File: src/hdl/xrs_pkg.sv
`timescale 1ns / 1ps
// ----------------------------------------------------------------------------
// xrs_pkg: shared types and constants of the random number source
// Holds the splitmix64 and request constants, the controller state type and
// the command and status structs between the controller and the datapath.
// ----------------------------------------------------------------------------
package xrs_pkg;

    localparam logic [63:0] MIX_GOLDEN = 64'h9e3779b97f4a7c15;
    localparam logic [63:0] MIX_MUL_A  = 64'hbf58476d1ce4e5b9;
    localparam logic [63:0] MIX_MUL_B  = 64'h94d049bb133111eb;

    // Operation codes of a request; unused codes behave as OP_FULL.
    localparam logic [2:0] OP_FULL     = 3'd0;
    localparam logic [2:0] OP_UPPER    = 3'd1;
    localparam logic [2:0] OP_BELOW    = 3'd2;
    localparam logic [2:0] OP_FRACTION = 3'd3;
    localparam logic [2:0] OP_COIN     = 3'd4;

    localparam int STEP_W = 5;
    localparam logic [STEP_W-1:0] MUL_LAST = 5'd2;
    localparam logic [STEP_W-1:0] DIV_LAST = 5'd31;
    localparam logic [1:0]        ROUND_LAST = 2'd3;

    typedef enum logic [3:0] {
        ST_SEED_LOAD,
        ST_MIX_ADD,
        ST_MUL_A,
        ST_MIX_XOR,
        ST_MUL_B,
        ST_MIX_STORE,
        ST_IDLE,
        ST_ADVANCE,
        ST_DIVIDE,
        ST_RESULT
    } ctrl_state_t;

    typedef struct packed {
        logic       load_seed;
        logic       mix_add;
        logic       mul_en;
        logic [1:0] mul_idx;
        logic       mul_sel_b;
        logic       mix_xor;
        logic       store_low;
        logic       store_high;
        logic       take_req;
        logic       advance;
        logic       div_step;
        logic       result_load;
    } dp_cmd_t;

    typedef struct packed {
        logic mix_zero;
        logic skip_advance;
        logic is_below;
        logic out_free;
    } dp_status_t;

endpackage

File: src/hdl/xrs_req_if.sv
`timescale 1ns / 1ps
// ----------------------------------------------------------------------------
// xrs_req_if: request channel
// Carries valid, ready and the request payload: operation, bound, probability.
// ----------------------------------------------------------------------------
interface xrs_req_if;
    logic        valid;
    logic        ready;
    logic [2:0]  operation;
    logic [31:0] bound;
    logic [53:0] probability;

    modport source (output valid, output operation, output bound, output probability,
                    input ready);
    modport sink (input valid, input operation, input bound, input probability,
                  output ready);
endinterface

File: src/hdl/xrs_rsp_if.sv
`timescale 1ns / 1ps
// ----------------------------------------------------------------------------
// xrs_rsp_if: result channel
// Carries valid, ready and the 64-bit result value.
// ----------------------------------------------------------------------------
interface xrs_rsp_if;
    logic        valid;
    logic        ready;
    logic [63:0] value;

    modport source (output valid, output value, input ready);
    modport sink (input valid, input value, output ready);
endinterface

File: src/hdl/xrs_ctrl.sv
`timescale 1ns / 1ps
// ----------------------------------------------------------------------------
// xrs_ctrl: sequencing controller
// Steps the datapath through splitmix64 seeding, generator advance, the
// radix-4 remainder loop and the hand-off to the output register.
// ----------------------------------------------------------------------------
module xrs_ctrl
    import xrs_pkg::*;
(
    input  logic       clk,
    input  logic       rst_n,
    input  logic       cfg_we,
    input  logic       req_valid,
    output logic       req_ready,
    input  dp_status_t status,
    output dp_cmd_t    cmd,
    output ctrl_state_t state
);

    ctrl_state_t       state_reg, state_next;
    logic [STEP_W-1:0] step_reg, step_next;
    logic [1:0]        round_reg, round_next;
    logic              high_reg, high_next;

    always_ff @(posedge clk or negedge rst_n)
    begin
        if (!rst_n)
        begin
            state_reg <= ST_SEED_LOAD;
            step_reg  <= '0;
            round_reg <= '0;
            high_reg  <= 1'b0;
        end
        else
        begin
            state_reg <= state_next;
            step_reg  <= step_next;
            round_reg <= round_next;
            high_reg  <= high_next;
        end
    end

    always_comb
    begin
        state_next = state_reg;
        step_next  = step_reg;
        round_next = round_reg;
        high_next  = high_reg;
        cmd        = '0;
        req_ready  = 1'b0;
        case (state_reg)
            ST_IDLE:
            begin
                req_ready = !cfg_we;
                if (cfg_we)
                begin
                    state_next = ST_SEED_LOAD;
                end
                else if (req_valid)
                begin
                    cmd.take_req = 1'b1;
                    state_next   = ST_ADVANCE;
                end
            end
            ST_SEED_LOAD:
            begin
                cmd.load_seed = 1'b1;
                round_next    = '0;
                high_next     = 1'b0;
                state_next    = ST_MIX_ADD;
            end
            ST_MIX_ADD:
            begin
                cmd.mix_add = 1'b1;
                step_next   = '0;
                state_next  = ST_MUL_A;
            end
            ST_MUL_A:
            begin
                cmd.mul_en  = 1'b1;
                cmd.mul_idx = step_reg[1:0];
                if (step_reg == MUL_LAST)
                begin
                    step_next  = '0;
                    state_next = ST_MIX_XOR;
                end
                else
                begin
                    step_next = step_reg + 1'b1;
                end
            end
            ST_MIX_XOR:
            begin
                cmd.mix_xor = 1'b1;
                state_next  = ST_MUL_B;
            end
            ST_MUL_B:
            begin
                cmd.mul_en    = 1'b1;
                cmd.mul_idx   = step_reg[1:0];
                cmd.mul_sel_b = 1'b1;
                if (step_reg == MUL_LAST)
                begin
                    step_next  = '0;
                    state_next = ST_MIX_STORE;
                end
                else
                begin
                    step_next = step_reg + 1'b1;
                end
            end
            ST_MIX_STORE:
            begin
                if (!high_reg)
                begin
                    cmd.store_low = 1'b1;
                    high_next     = 1'b1;
                    state_next    = ST_MIX_ADD;
                end
                else
                begin
                    cmd.store_high = 1'b1;
                    high_next      = 1'b0;
                    if (status.mix_zero && (round_reg != ROUND_LAST))
                    begin
                        round_next = round_reg + 1'b1;
                        state_next = ST_MIX_ADD;
                    end
                    else
                    begin
                        state_next = ST_IDLE;
                    end
                end
            end
            ST_ADVANCE:
            begin
                if (status.skip_advance)
                begin
                    state_next = ST_RESULT;
                end
                else
                begin
                    cmd.advance = 1'b1;
                    step_next   = '0;
                    state_next  = status.is_below ? ST_DIVIDE : ST_RESULT;
                end
            end
            ST_DIVIDE:
            begin
                cmd.div_step = 1'b1;
                if (step_reg == DIV_LAST)
                begin
                    step_next  = '0;
                    state_next = ST_RESULT;
                end
                else
                begin
                    step_next = step_reg + 1'b1;
                end
            end
            ST_RESULT:
            begin
                if (status.out_free)
                begin
                    cmd.result_load = 1'b1;
                    state_next      = ST_IDLE;
                end
            end
            default:
            begin
                state_next = ST_SEED_LOAD;
            end
        endcase
    end

    assign state = state_reg;

endmodule

File: src/hdl/xrs_datapath.sv
`timescale 1ns / 1ps
// ----------------------------------------------------------------------------
// xrs_datapath: generator state, seeding arithmetic and result formatting
// Holds the seed, mixer counter and generator words, a shared 32x32
// multiplier for the splitmix64 products, a remainder unit that retires two
// dividend bits per cycle, and the output register.
// ----------------------------------------------------------------------------
module xrs_datapath
    import xrs_pkg::*;
(
    input  logic        clk,
    input  logic        rst_n,
    input  logic        cfg_we,
    input  logic [63:0] cfg_wdata,
    input  logic [2:0]  req_operation,
    input  logic [31:0] req_bound,
    input  logic [53:0] req_probability,
    input  logic        rsp_ready,
    output logic        rsp_valid,
    output logic [63:0] rsp_value,
    input  dp_cmd_t     cmd,
    output dp_status_t  status,
    output logic        state_zero
);

    logic [63:0] seed_reg;
    logic [63:0] counter_reg;
    logic [63:0] low_reg;
    logic [63:0] high_reg;
    logic [63:0] z_reg;
    logic [63:0] acc_reg;
    logic [63:0] rnd_reg;
    logic [31:0] rem_reg;
    logic [2:0]  op_reg;
    logic [31:0] bound_reg;
    logic [53:0] prob_reg;
    logic [63:0] value_reg;
    logic        out_valid_reg;

    logic [63:0] counter_sum;
    logic [63:0] mul_const;
    logic [31:0] mul_x;
    logic [31:0] mul_y;
    logic [63:0] prod;
    logic [63:0] acc_next;
    logic [63:0] mix_out;
    logic [63:0] sum_ab;
    logic [63:0] rnd_next;
    logic [63:0] b_x;
    logic [63:0] low_next;
    logic [63:0] high_next;
    logic [31:0] rem_mid;
    logic [31:0] rem_next;
    logic [63:0] result;

    // One restoring step: shift in a dividend bit, subtract when it fits.
    function automatic logic [31:0] rem_step(input logic [31:0] r, input logic b,
                                             input logic [31:0] d);
        logic [32:0] t;
        logic [32:0] diff;
        t    = {r, b};
        diff = t - {1'b0, d};
        if (t >= {1'b0, d})
            return diff[31:0];
        else
            return t[31:0];
    endfunction

    assign counter_sum = counter_reg + MIX_GOLDEN;
    assign mul_const   = cmd.mul_sel_b ? MIX_MUL_B : MIX_MUL_A;
    assign mul_x       = (cmd.mul_idx == 2'd1) ? z_reg[63:32] : z_reg[31:0];
    assign mul_y       = (cmd.mul_idx == 2'd2) ? mul_const[63:32] : mul_const[31:0];
    assign prod        = 64'(mul_x) * 64'(mul_y);
    assign acc_next    = (cmd.mul_idx == 2'd0) ? prod : acc_reg + {prod[31:0], 32'h0};
    assign mix_out     = acc_reg ^ (acc_reg >> 31);

    assign sum_ab    = low_reg + high_reg;
    assign rnd_next  = {sum_ab[46:0], sum_ab[63:47]} + low_reg;
    assign b_x       = high_reg ^ low_reg;
    assign low_next  = {low_reg[14:0], low_reg[63:15]} ^ b_x ^ (b_x << 21);
    assign high_next = {b_x[35:0], b_x[63:36]};

    assign rem_mid  = rem_step(rem_reg, rnd_reg[63], bound_reg);
    assign rem_next = rem_step(rem_mid, rnd_reg[62], bound_reg);

    always_comb
    begin
        case (op_reg)
            OP_UPPER:    result = {32'h0, rnd_reg[63:32]};
            OP_BELOW:    result = (bound_reg == 32'h0) ? 64'h0 : {32'h0, rem_reg};
            OP_FRACTION: result = {11'h0, rnd_reg[63:11]};
            OP_COIN:     result = {63'h0, ({1'b0, rnd_reg[63:11]} < prob_reg)};
            default:     result = rnd_reg;
        endcase
    end

    always_ff @(posedge clk or negedge rst_n)
    begin
        if (!rst_n)
        begin
            seed_reg      <= '0;
            out_valid_reg <= 1'b0;
        end
        else
        begin
            if (cfg_we)
                seed_reg <= cfg_wdata;
            if (cmd.result_load)
                out_valid_reg <= 1'b1;
            else if (rsp_ready)
                out_valid_reg <= 1'b0;
        end
    end

    always_ff @(posedge clk)
    begin
        if (cmd.load_seed)
            counter_reg <= seed_reg;
        else if (cmd.mix_add)
            counter_reg <= counter_sum;
        if (cmd.mix_add)
            z_reg <= counter_sum ^ (counter_sum >> 30);
        else if (cmd.mix_xor)
            z_reg <= acc_reg ^ (acc_reg >> 27);
        if (cmd.mul_en)
            acc_reg <= acc_next;
        if (cmd.store_low)
            low_reg <= mix_out;
        else if (cmd.advance)
            low_reg <= low_next;
        if (cmd.store_high)
            high_reg <= mix_out;
        else if (cmd.advance)
            high_reg <= high_next;
        if (cmd.take_req)
        begin
            op_reg    <= req_operation;
            bound_reg <= req_bound;
            prob_reg  <= req_probability;
        end
        if (cmd.advance)
        begin
            rnd_reg <= rnd_next;
            rem_reg <= '0;
        end
        else if (cmd.div_step)
        begin
            rnd_reg <= {rnd_reg[61:0], 2'b00};
            rem_reg <= rem_next;
        end
        if (cmd.result_load)
            value_reg <= result;
    end

    assign status.mix_zero     = (mix_out == 64'h0) && (low_reg == 64'h0);
    assign status.skip_advance = (op_reg == OP_BELOW) && (bound_reg == 32'h0);
    assign status.is_below     = (op_reg == OP_BELOW) && (bound_reg != 32'h0);
    assign status.out_free     = !out_valid_reg || rsp_ready;

    assign state_zero = (low_reg == 64'h0) && (high_reg == 64'h0);
    assign rsp_valid  = out_valid_reg;
    assign rsp_value  = value_reg;

endmodule

File: src/hdl/xoroshiro_random_source_top.sv
`timescale 1ns / 1ps
// ----------------------------------------------------------------------------
// xoroshiro_random_source_top: xoroshiro128++ random number source
// Top level joining the sequencing controller and the datapath.
// ----------------------------------------------------------------------------
// Usage:
// Requests arrive on the req channel (operation, bound, probability) and one
// result per request leaves on the rsp channel (value); each side moves one
// transaction when valid and ready are both high at a rising clock edge.
// The seed register is to be written through cfg_we and cfg_wdata only
// while the block is idle; the block itself does not enforce this. A write
// in the idle state reseeds the generator through splitmix64 expansion.
// For most operations the request transaction is followed by the advance
// and then the load of the output register, which raises rsp.valid. For a
// below-bound request with a nonzero bound the remainder unit runs between
// the two; it retires two dividend bits per cycle over the whole 64-bit
// random word. The block works on one request at a time: a new request is
// taken in the cycle after the previous result is loaded into the output
// register. Reset reseeds from seed 0. Seeding takes a load step and then,
// per round, two splitmix64 outputs, each of which needs two products built
// from three 32x32 partial products on one shared multiplier; req.ready
// stays low meanwhile. When the receiver stalls, the result waits in the
// output register and the next request may already be taken and computed;
// it waits until the slot frees.
// ----------------------------------------------------------------------------
module xoroshiro_random_source_top
    import xrs_pkg::*;
(
    input  logic        clk,
    input  logic        rst_n,
    xrs_req_if.sink     req,
    xrs_rsp_if.source   rsp,
    input  logic        cfg_we,
    input  logic [63:0] cfg_wdata
);

    dp_cmd_t     cmd;
    dp_status_t  status;
    ctrl_state_t state;
    logic        state_zero;
    logic        req_ready;
    logic        rsp_valid;
    logic [63:0] rsp_value;

    xrs_ctrl u_ctrl (
        .clk       (clk),
        .rst_n     (rst_n),
        .cfg_we    (cfg_we),
        .req_valid (req.valid),
        .req_ready (req_ready),
        .status    (status),
        .cmd       (cmd),
        .state     (state)
    );

    xrs_datapath u_datapath (
        .clk             (clk),
        .rst_n           (rst_n),
        .cfg_we          (cfg_we),
        .cfg_wdata       (cfg_wdata),
        .req_operation   (req.operation),
        .req_bound       (req.bound),
        .req_probability (req.probability),
        .rsp_ready       (rsp.ready),
        .rsp_valid       (rsp_valid),
        .rsp_value       (rsp_value),
        .cmd             (cmd),
        .status          (status),
        .state_zero      (state_zero)
    );

    assign req.ready = req_ready;
    assign rsp.valid = rsp_valid;
    assign rsp.value = rsp_value;

    // After a request transaction, req.ready drops while the block is busy.
    assert property (@(posedge clk) disable iff (!rst_n)
        (req.valid && req.ready) |=> !req.ready)
        else $error("request taken while the previous one is in flight");

    // Seeding never leaves the generator in its all-zero state.
    assert property (@(posedge clk) disable iff (!rst_n)
        (state == ST_IDLE) |-> !state_zero)
        else $error("generator state is all zero while idle");

    // A result is loaded only into a free output register.
    assert property (@(posedge clk) disable iff (!rst_n)
        cmd.result_load |-> (!rsp.valid || rsp.ready))
        else $error("result overwrote a pending transaction");

endmodule

File: src/flat_wrapper.sv
// flat-port wrapper written by rule: the top's interface ports become plain ports
module xoroshiro_random_source_top_flat import xrs_pkg::*;
  (clk, rst_n, cfg_we, cfg_wdata, req_valid, req_operation, req_bound, req_probability, req_ready, rsp_valid, rsp_value, rsp_ready);
  xrs_req_if req_i ();
  xrs_rsp_if rsp_i ();
  input  logic clk;
  input  logic rst_n;
  input  logic cfg_we;
  input  logic [63:0] cfg_wdata;
  input wire logic [$bits(req_i.valid)-1:0] req_valid;
  input wire logic [$bits(req_i.operation)-1:0] req_operation;
  input wire logic [$bits(req_i.bound)-1:0] req_bound;
  input wire logic [$bits(req_i.probability)-1:0] req_probability;
  output wire logic [$bits(req_i.ready)-1:0] req_ready;
  output wire logic [$bits(rsp_i.valid)-1:0] rsp_valid;
  output wire logic [$bits(rsp_i.value)-1:0] rsp_value;
  input wire logic [$bits(rsp_i.ready)-1:0] rsp_ready;
  assign req_i.valid = req_valid;
  assign req_i.operation = req_operation;
  assign req_i.bound = req_bound;
  assign req_i.probability = req_probability;
  assign req_ready = req_i.ready;
  assign rsp_valid = rsp_i.valid;
  assign rsp_value = rsp_i.value;
  assign rsp_i.ready = rsp_ready;
  xoroshiro_random_source_top u_core (.clk(clk), .rst_n(rst_n), .req(req_i), .rsp(rsp_i), .cfg_we(cfg_we), .cfg_wdata(cfg_wdata));
endmodule
File: config.mk
export PLATFORM = sky130hd
export DESIGN_NAME = xoroshiro_random_source_top_flat
export DESIGN_NICKNAME = d
export VERILOG_FILES = /design/src/hdl/xrs_pkg.sv /design/src/hdl/xrs_req_if.sv /design/src/hdl/xrs_rsp_if.sv /design/src/hdl/xrs_ctrl.sv /design/src/hdl/xrs_datapath.sv /design/src/hdl/xoroshiro_random_source_top.sv /design/src/flat_wrapper.sv
export SDC_FILE = /design/constraint.sdc
export NUM_CORES = 2
export LEC_CHECK = 0
export BUFFER_PORTS_ARGS = -buffer_cell sky130_fd_sc_hd__buf_2
export CORE_UTILIZATION = 45
export CTS_CLUSTER_DIAMETER = 120
export CTS_CLUSTER_SIZE = 28
export DETAILED_ROUTE_END_ITERATION = 16
export PLACE_DENSITY_LB_ADDON = 0.25
export RECOVER_POWER = 25
export SYNTH_ARGS = -nofsm -noshare
export SYNTH_HDL_FRONTEND = slang
export SYNTH_SLANG_ARGS = --single-unit
File: constraint.sdc
create_clock -name clk -period 9.9 [get_ports clk]
set_clock_uncertainty 0.05 [all_clocks]
set_input_delay 0.99 -clock clk [delete_from_list [all_inputs] [get_ports clk]]
set_output_delay 0.99 -clock clk [all_outputs]
set_load 0.05 [all_outputs]
==> metrics <==
share of cells above drive strength 1=0.142; Worst EP required=10260 ps; Max Freq=0.102 GHz; Syn Nets=9129; Routed Antenna Nets=0; Synth area leaders=fa_1 (23%), edfxtp_1 (22%), ha_1 (11%), inv_1 (5.7%), xnor2_1 (3.8%); starting DRC count in detailed routing=6005; # hold bufs at CTS=0; clock slew at reported path FFs=120 ps; largest net degree at the start of global routing=97; Worst setup EP type=register; routability cong.=1.01; Final nets=9711; CP max stage delay=610 ps; Fin. Hold Viols=0; Residual DRC=0; Hold Path Cell Cnt=1; crit start category=register; critical path's slowest cell=fa_1; Max-cap violations=7; Max Buffers Root-to-Sink=3; Reg2Reg Depth=37; Tightest Hold Check Type=primary input to register; sequential area share after synthesis=0.259; synthesized area per cell=9.60 sq um; Detailed Route WL=273000 um; Slew Limit Fails=344; number of setup violations in the final report=0; CTS buffer count=28; Final Non-Filler Cells=10200; worst-margin pin slew=3830 ps; Synth Instances=7526; core area=159000 sq um; htree depth=1; Syn. warnings=0; Skew-Pair Late Insertion Delay=680 ps; grt ovf=0; cell area after synthesis=72300 sq um; IO Count=224; FILL cells=14900; first-pass GRT wire length=396000 um; ys async rst share=0.119; normalized max-slew margin=-1.56; die area=162000 sq um; CTS tree=yes; failing checks=max-capacitance violations, max-slew violations; post-DP HPWL=227000 um; most used cell, CP=fa_1; num rows=146; Yosys top cell by area=fa_1; RSZ-0062 raised after global routing=true; Port Buffers=223; area growth from synthesis to layout=12.5%; most frequent cell after synthesis=inv_1; first-pass detailed-route iteration total=9; critical path type=register to register; Yosys reg bits=646; Crit Path Max Fanout=13; Final period util=0.990; vias in the first global route=58800; WP data arrival=10160 ps; Vias per Instance=5.72; initial antenna violation count=8; fin crit period=9800 ps; Avg WL per Cell=26.7 um; synth unique cells=98; via count=58400; Synth top cells by count=inv_1 (1098), fa_1 (827), nand2_1 (715); Post-synth EDFFs=537; die width=403 um; root buf cell=clkbuf_16; die height=403 um; ys flop type=edfxtp_1; share of the synthesized area in the top cell type=0.229; placed cells=10100; Initial Util=0.455; Total Routing Usage GR=0.333; clock sinks=646; status=finished with violations
[worst paths after layout]
| path | endpoint | start | slack [ps] |
|---|---|---|---|
| min in group asynchronous | u_core.u_datapath.seed_reg[20] | rst_n | 590 |
| hold / removal | u_core.u_datapath.prob_reg[25] | req_probability[25] | 430 |
| setup reg to reg | u_core.u_datapath.acc_reg[60] | u_core.u_ctrl.state[1] | 100 |
| max in group asynchronous | u_core.u_datapath.rsp_valid | rst_n | 5680 |
| hold reg to reg | u_core.u_ctrl.round_reg[1] | u_core.u_ctrl.round_reg[1] | 470 |
| setup / recovery | u_core.u_datapath.acc_reg[60] | u_core.u_ctrl.state[1] | 100 |
[critical path, delay by kind of cell, from the launching register on]
kind,cells,cell delay [ps]
adder cells (fa/ha/maj),10,4660
AND/OR/NAND/NOR,5,880
buffers and inverters,8,1140
flip-flops,1,410
XOR/XNOR,3,430
multiplexers,1,120
AO/OA/AOI/OAI,10,1830
[kinds of logic (layout without fill, tap and decap cells)]
family | Yosys count | count (layout) | synth area share
and+or+nand+nor | 1873 | 1873 | 0.120
adders and majority gates | 1445 | 1445 | 0.336
AOI/OAI and AO/OA | 1442 | 1442 | 0.121
buffers and inverters | 1430 | 2034 | 0.0750
DFF | 646 | 646 | 0.259
xor gates and xnor gates | 548 | 548 | 0.0668
muxes | 142 | 142 | 0.0215
other | 0 | 4 | 0
[cell usage in the layout, fill, tap and decap left out, types with 76 or more instances in the layout]
cell      instances
inv_1          1092
fa_1            820
nand2_1         707
buf_4           624
ha_1            607
edfxtp_1        537
nor2_1          460
o21ai_0         447
a21oi_1         422
xnor2_1         312
xor2_1          228
buf_2           211
a21o_1          197
and2_1          132
mux2_2           99
nand2b_1         90
nand4_1          78
dfrtp_1          77
nor2b_1          76
[routing by layer]
| layer | routed length, um | global-route usage | part of all wire | vias to the layer above |
|---|---|---|---|---|
| met3 | 23500 | 0.0593 | 0.086 | 539 |
| met5 | 13 | 0 | 0.000048 | - |
| met2 | 123000 | 0.529 | 0.45 | 2754 |
| li1 | - | - | - | 26100 |
| met4 | 13900 | 0.135 | 0.051 | 2 |
| met1 | 112000 | 0.451 | 0.41 | 29000 |
[stage by stage]
| stage | cell area [sq um] | setup TNS, ps | hold slack (ps) | utilization | setup slack [ps] |
|---|---|---|---|---|---|
| detailed placement | 79900 | -546 | 445 | 0.503 | -190 |
| CTS | 80900 | 0 | 165 | 0.509 | 55.7 |
| finish | 81300 | 0 | 427 | 0.512 | 101 |
| floorplan | 72400 | 0 | 414 | - | 7.12 |
| global placement | 79900 | -294 | 427 | 0.503 | -209 |
| global route | 81300 | -1260 | 414 | 0.512 | -231 |
[area by class of cell]
| class | count | area, sq um | share of cell area |
|---|---|---|---|
| Antenna cell | 4 | 10.0 | 0.000123 |
| Clock buffer | 46 | 811 | 0.00997 |
| Clock inverter | 6 | 60.1 | 0.000739 |
| Inverter | 1104 | 4160 | 0.0511 |
| Multi-Input combinational cell | 5450 | 48700 | 0.599 |
| Sequential cell | 646 | 18700 | 0.230 |
| Tap cell | 2072 | 2590 | 0.0319 |
| Timing Repair Buffer | 878 | 6270 | 0.0771 |
[timing repair]
| item | 4_1_cts | 5_1_grt |
|---|---|---|
| endpoints found under the hold margin | 0 | 0 |
| buffers inserted | 7 | 7 |
| pin swaps | 10 | 28 |
| endpoints found under the setup margin | 6 | 17 |
| cloned | 0 | 1 |
| resized for setup | 11 | 82 |
Power is not shown: default switching activity piles up to over one toggle a cycle in this logic, so the estimate is an artifact.
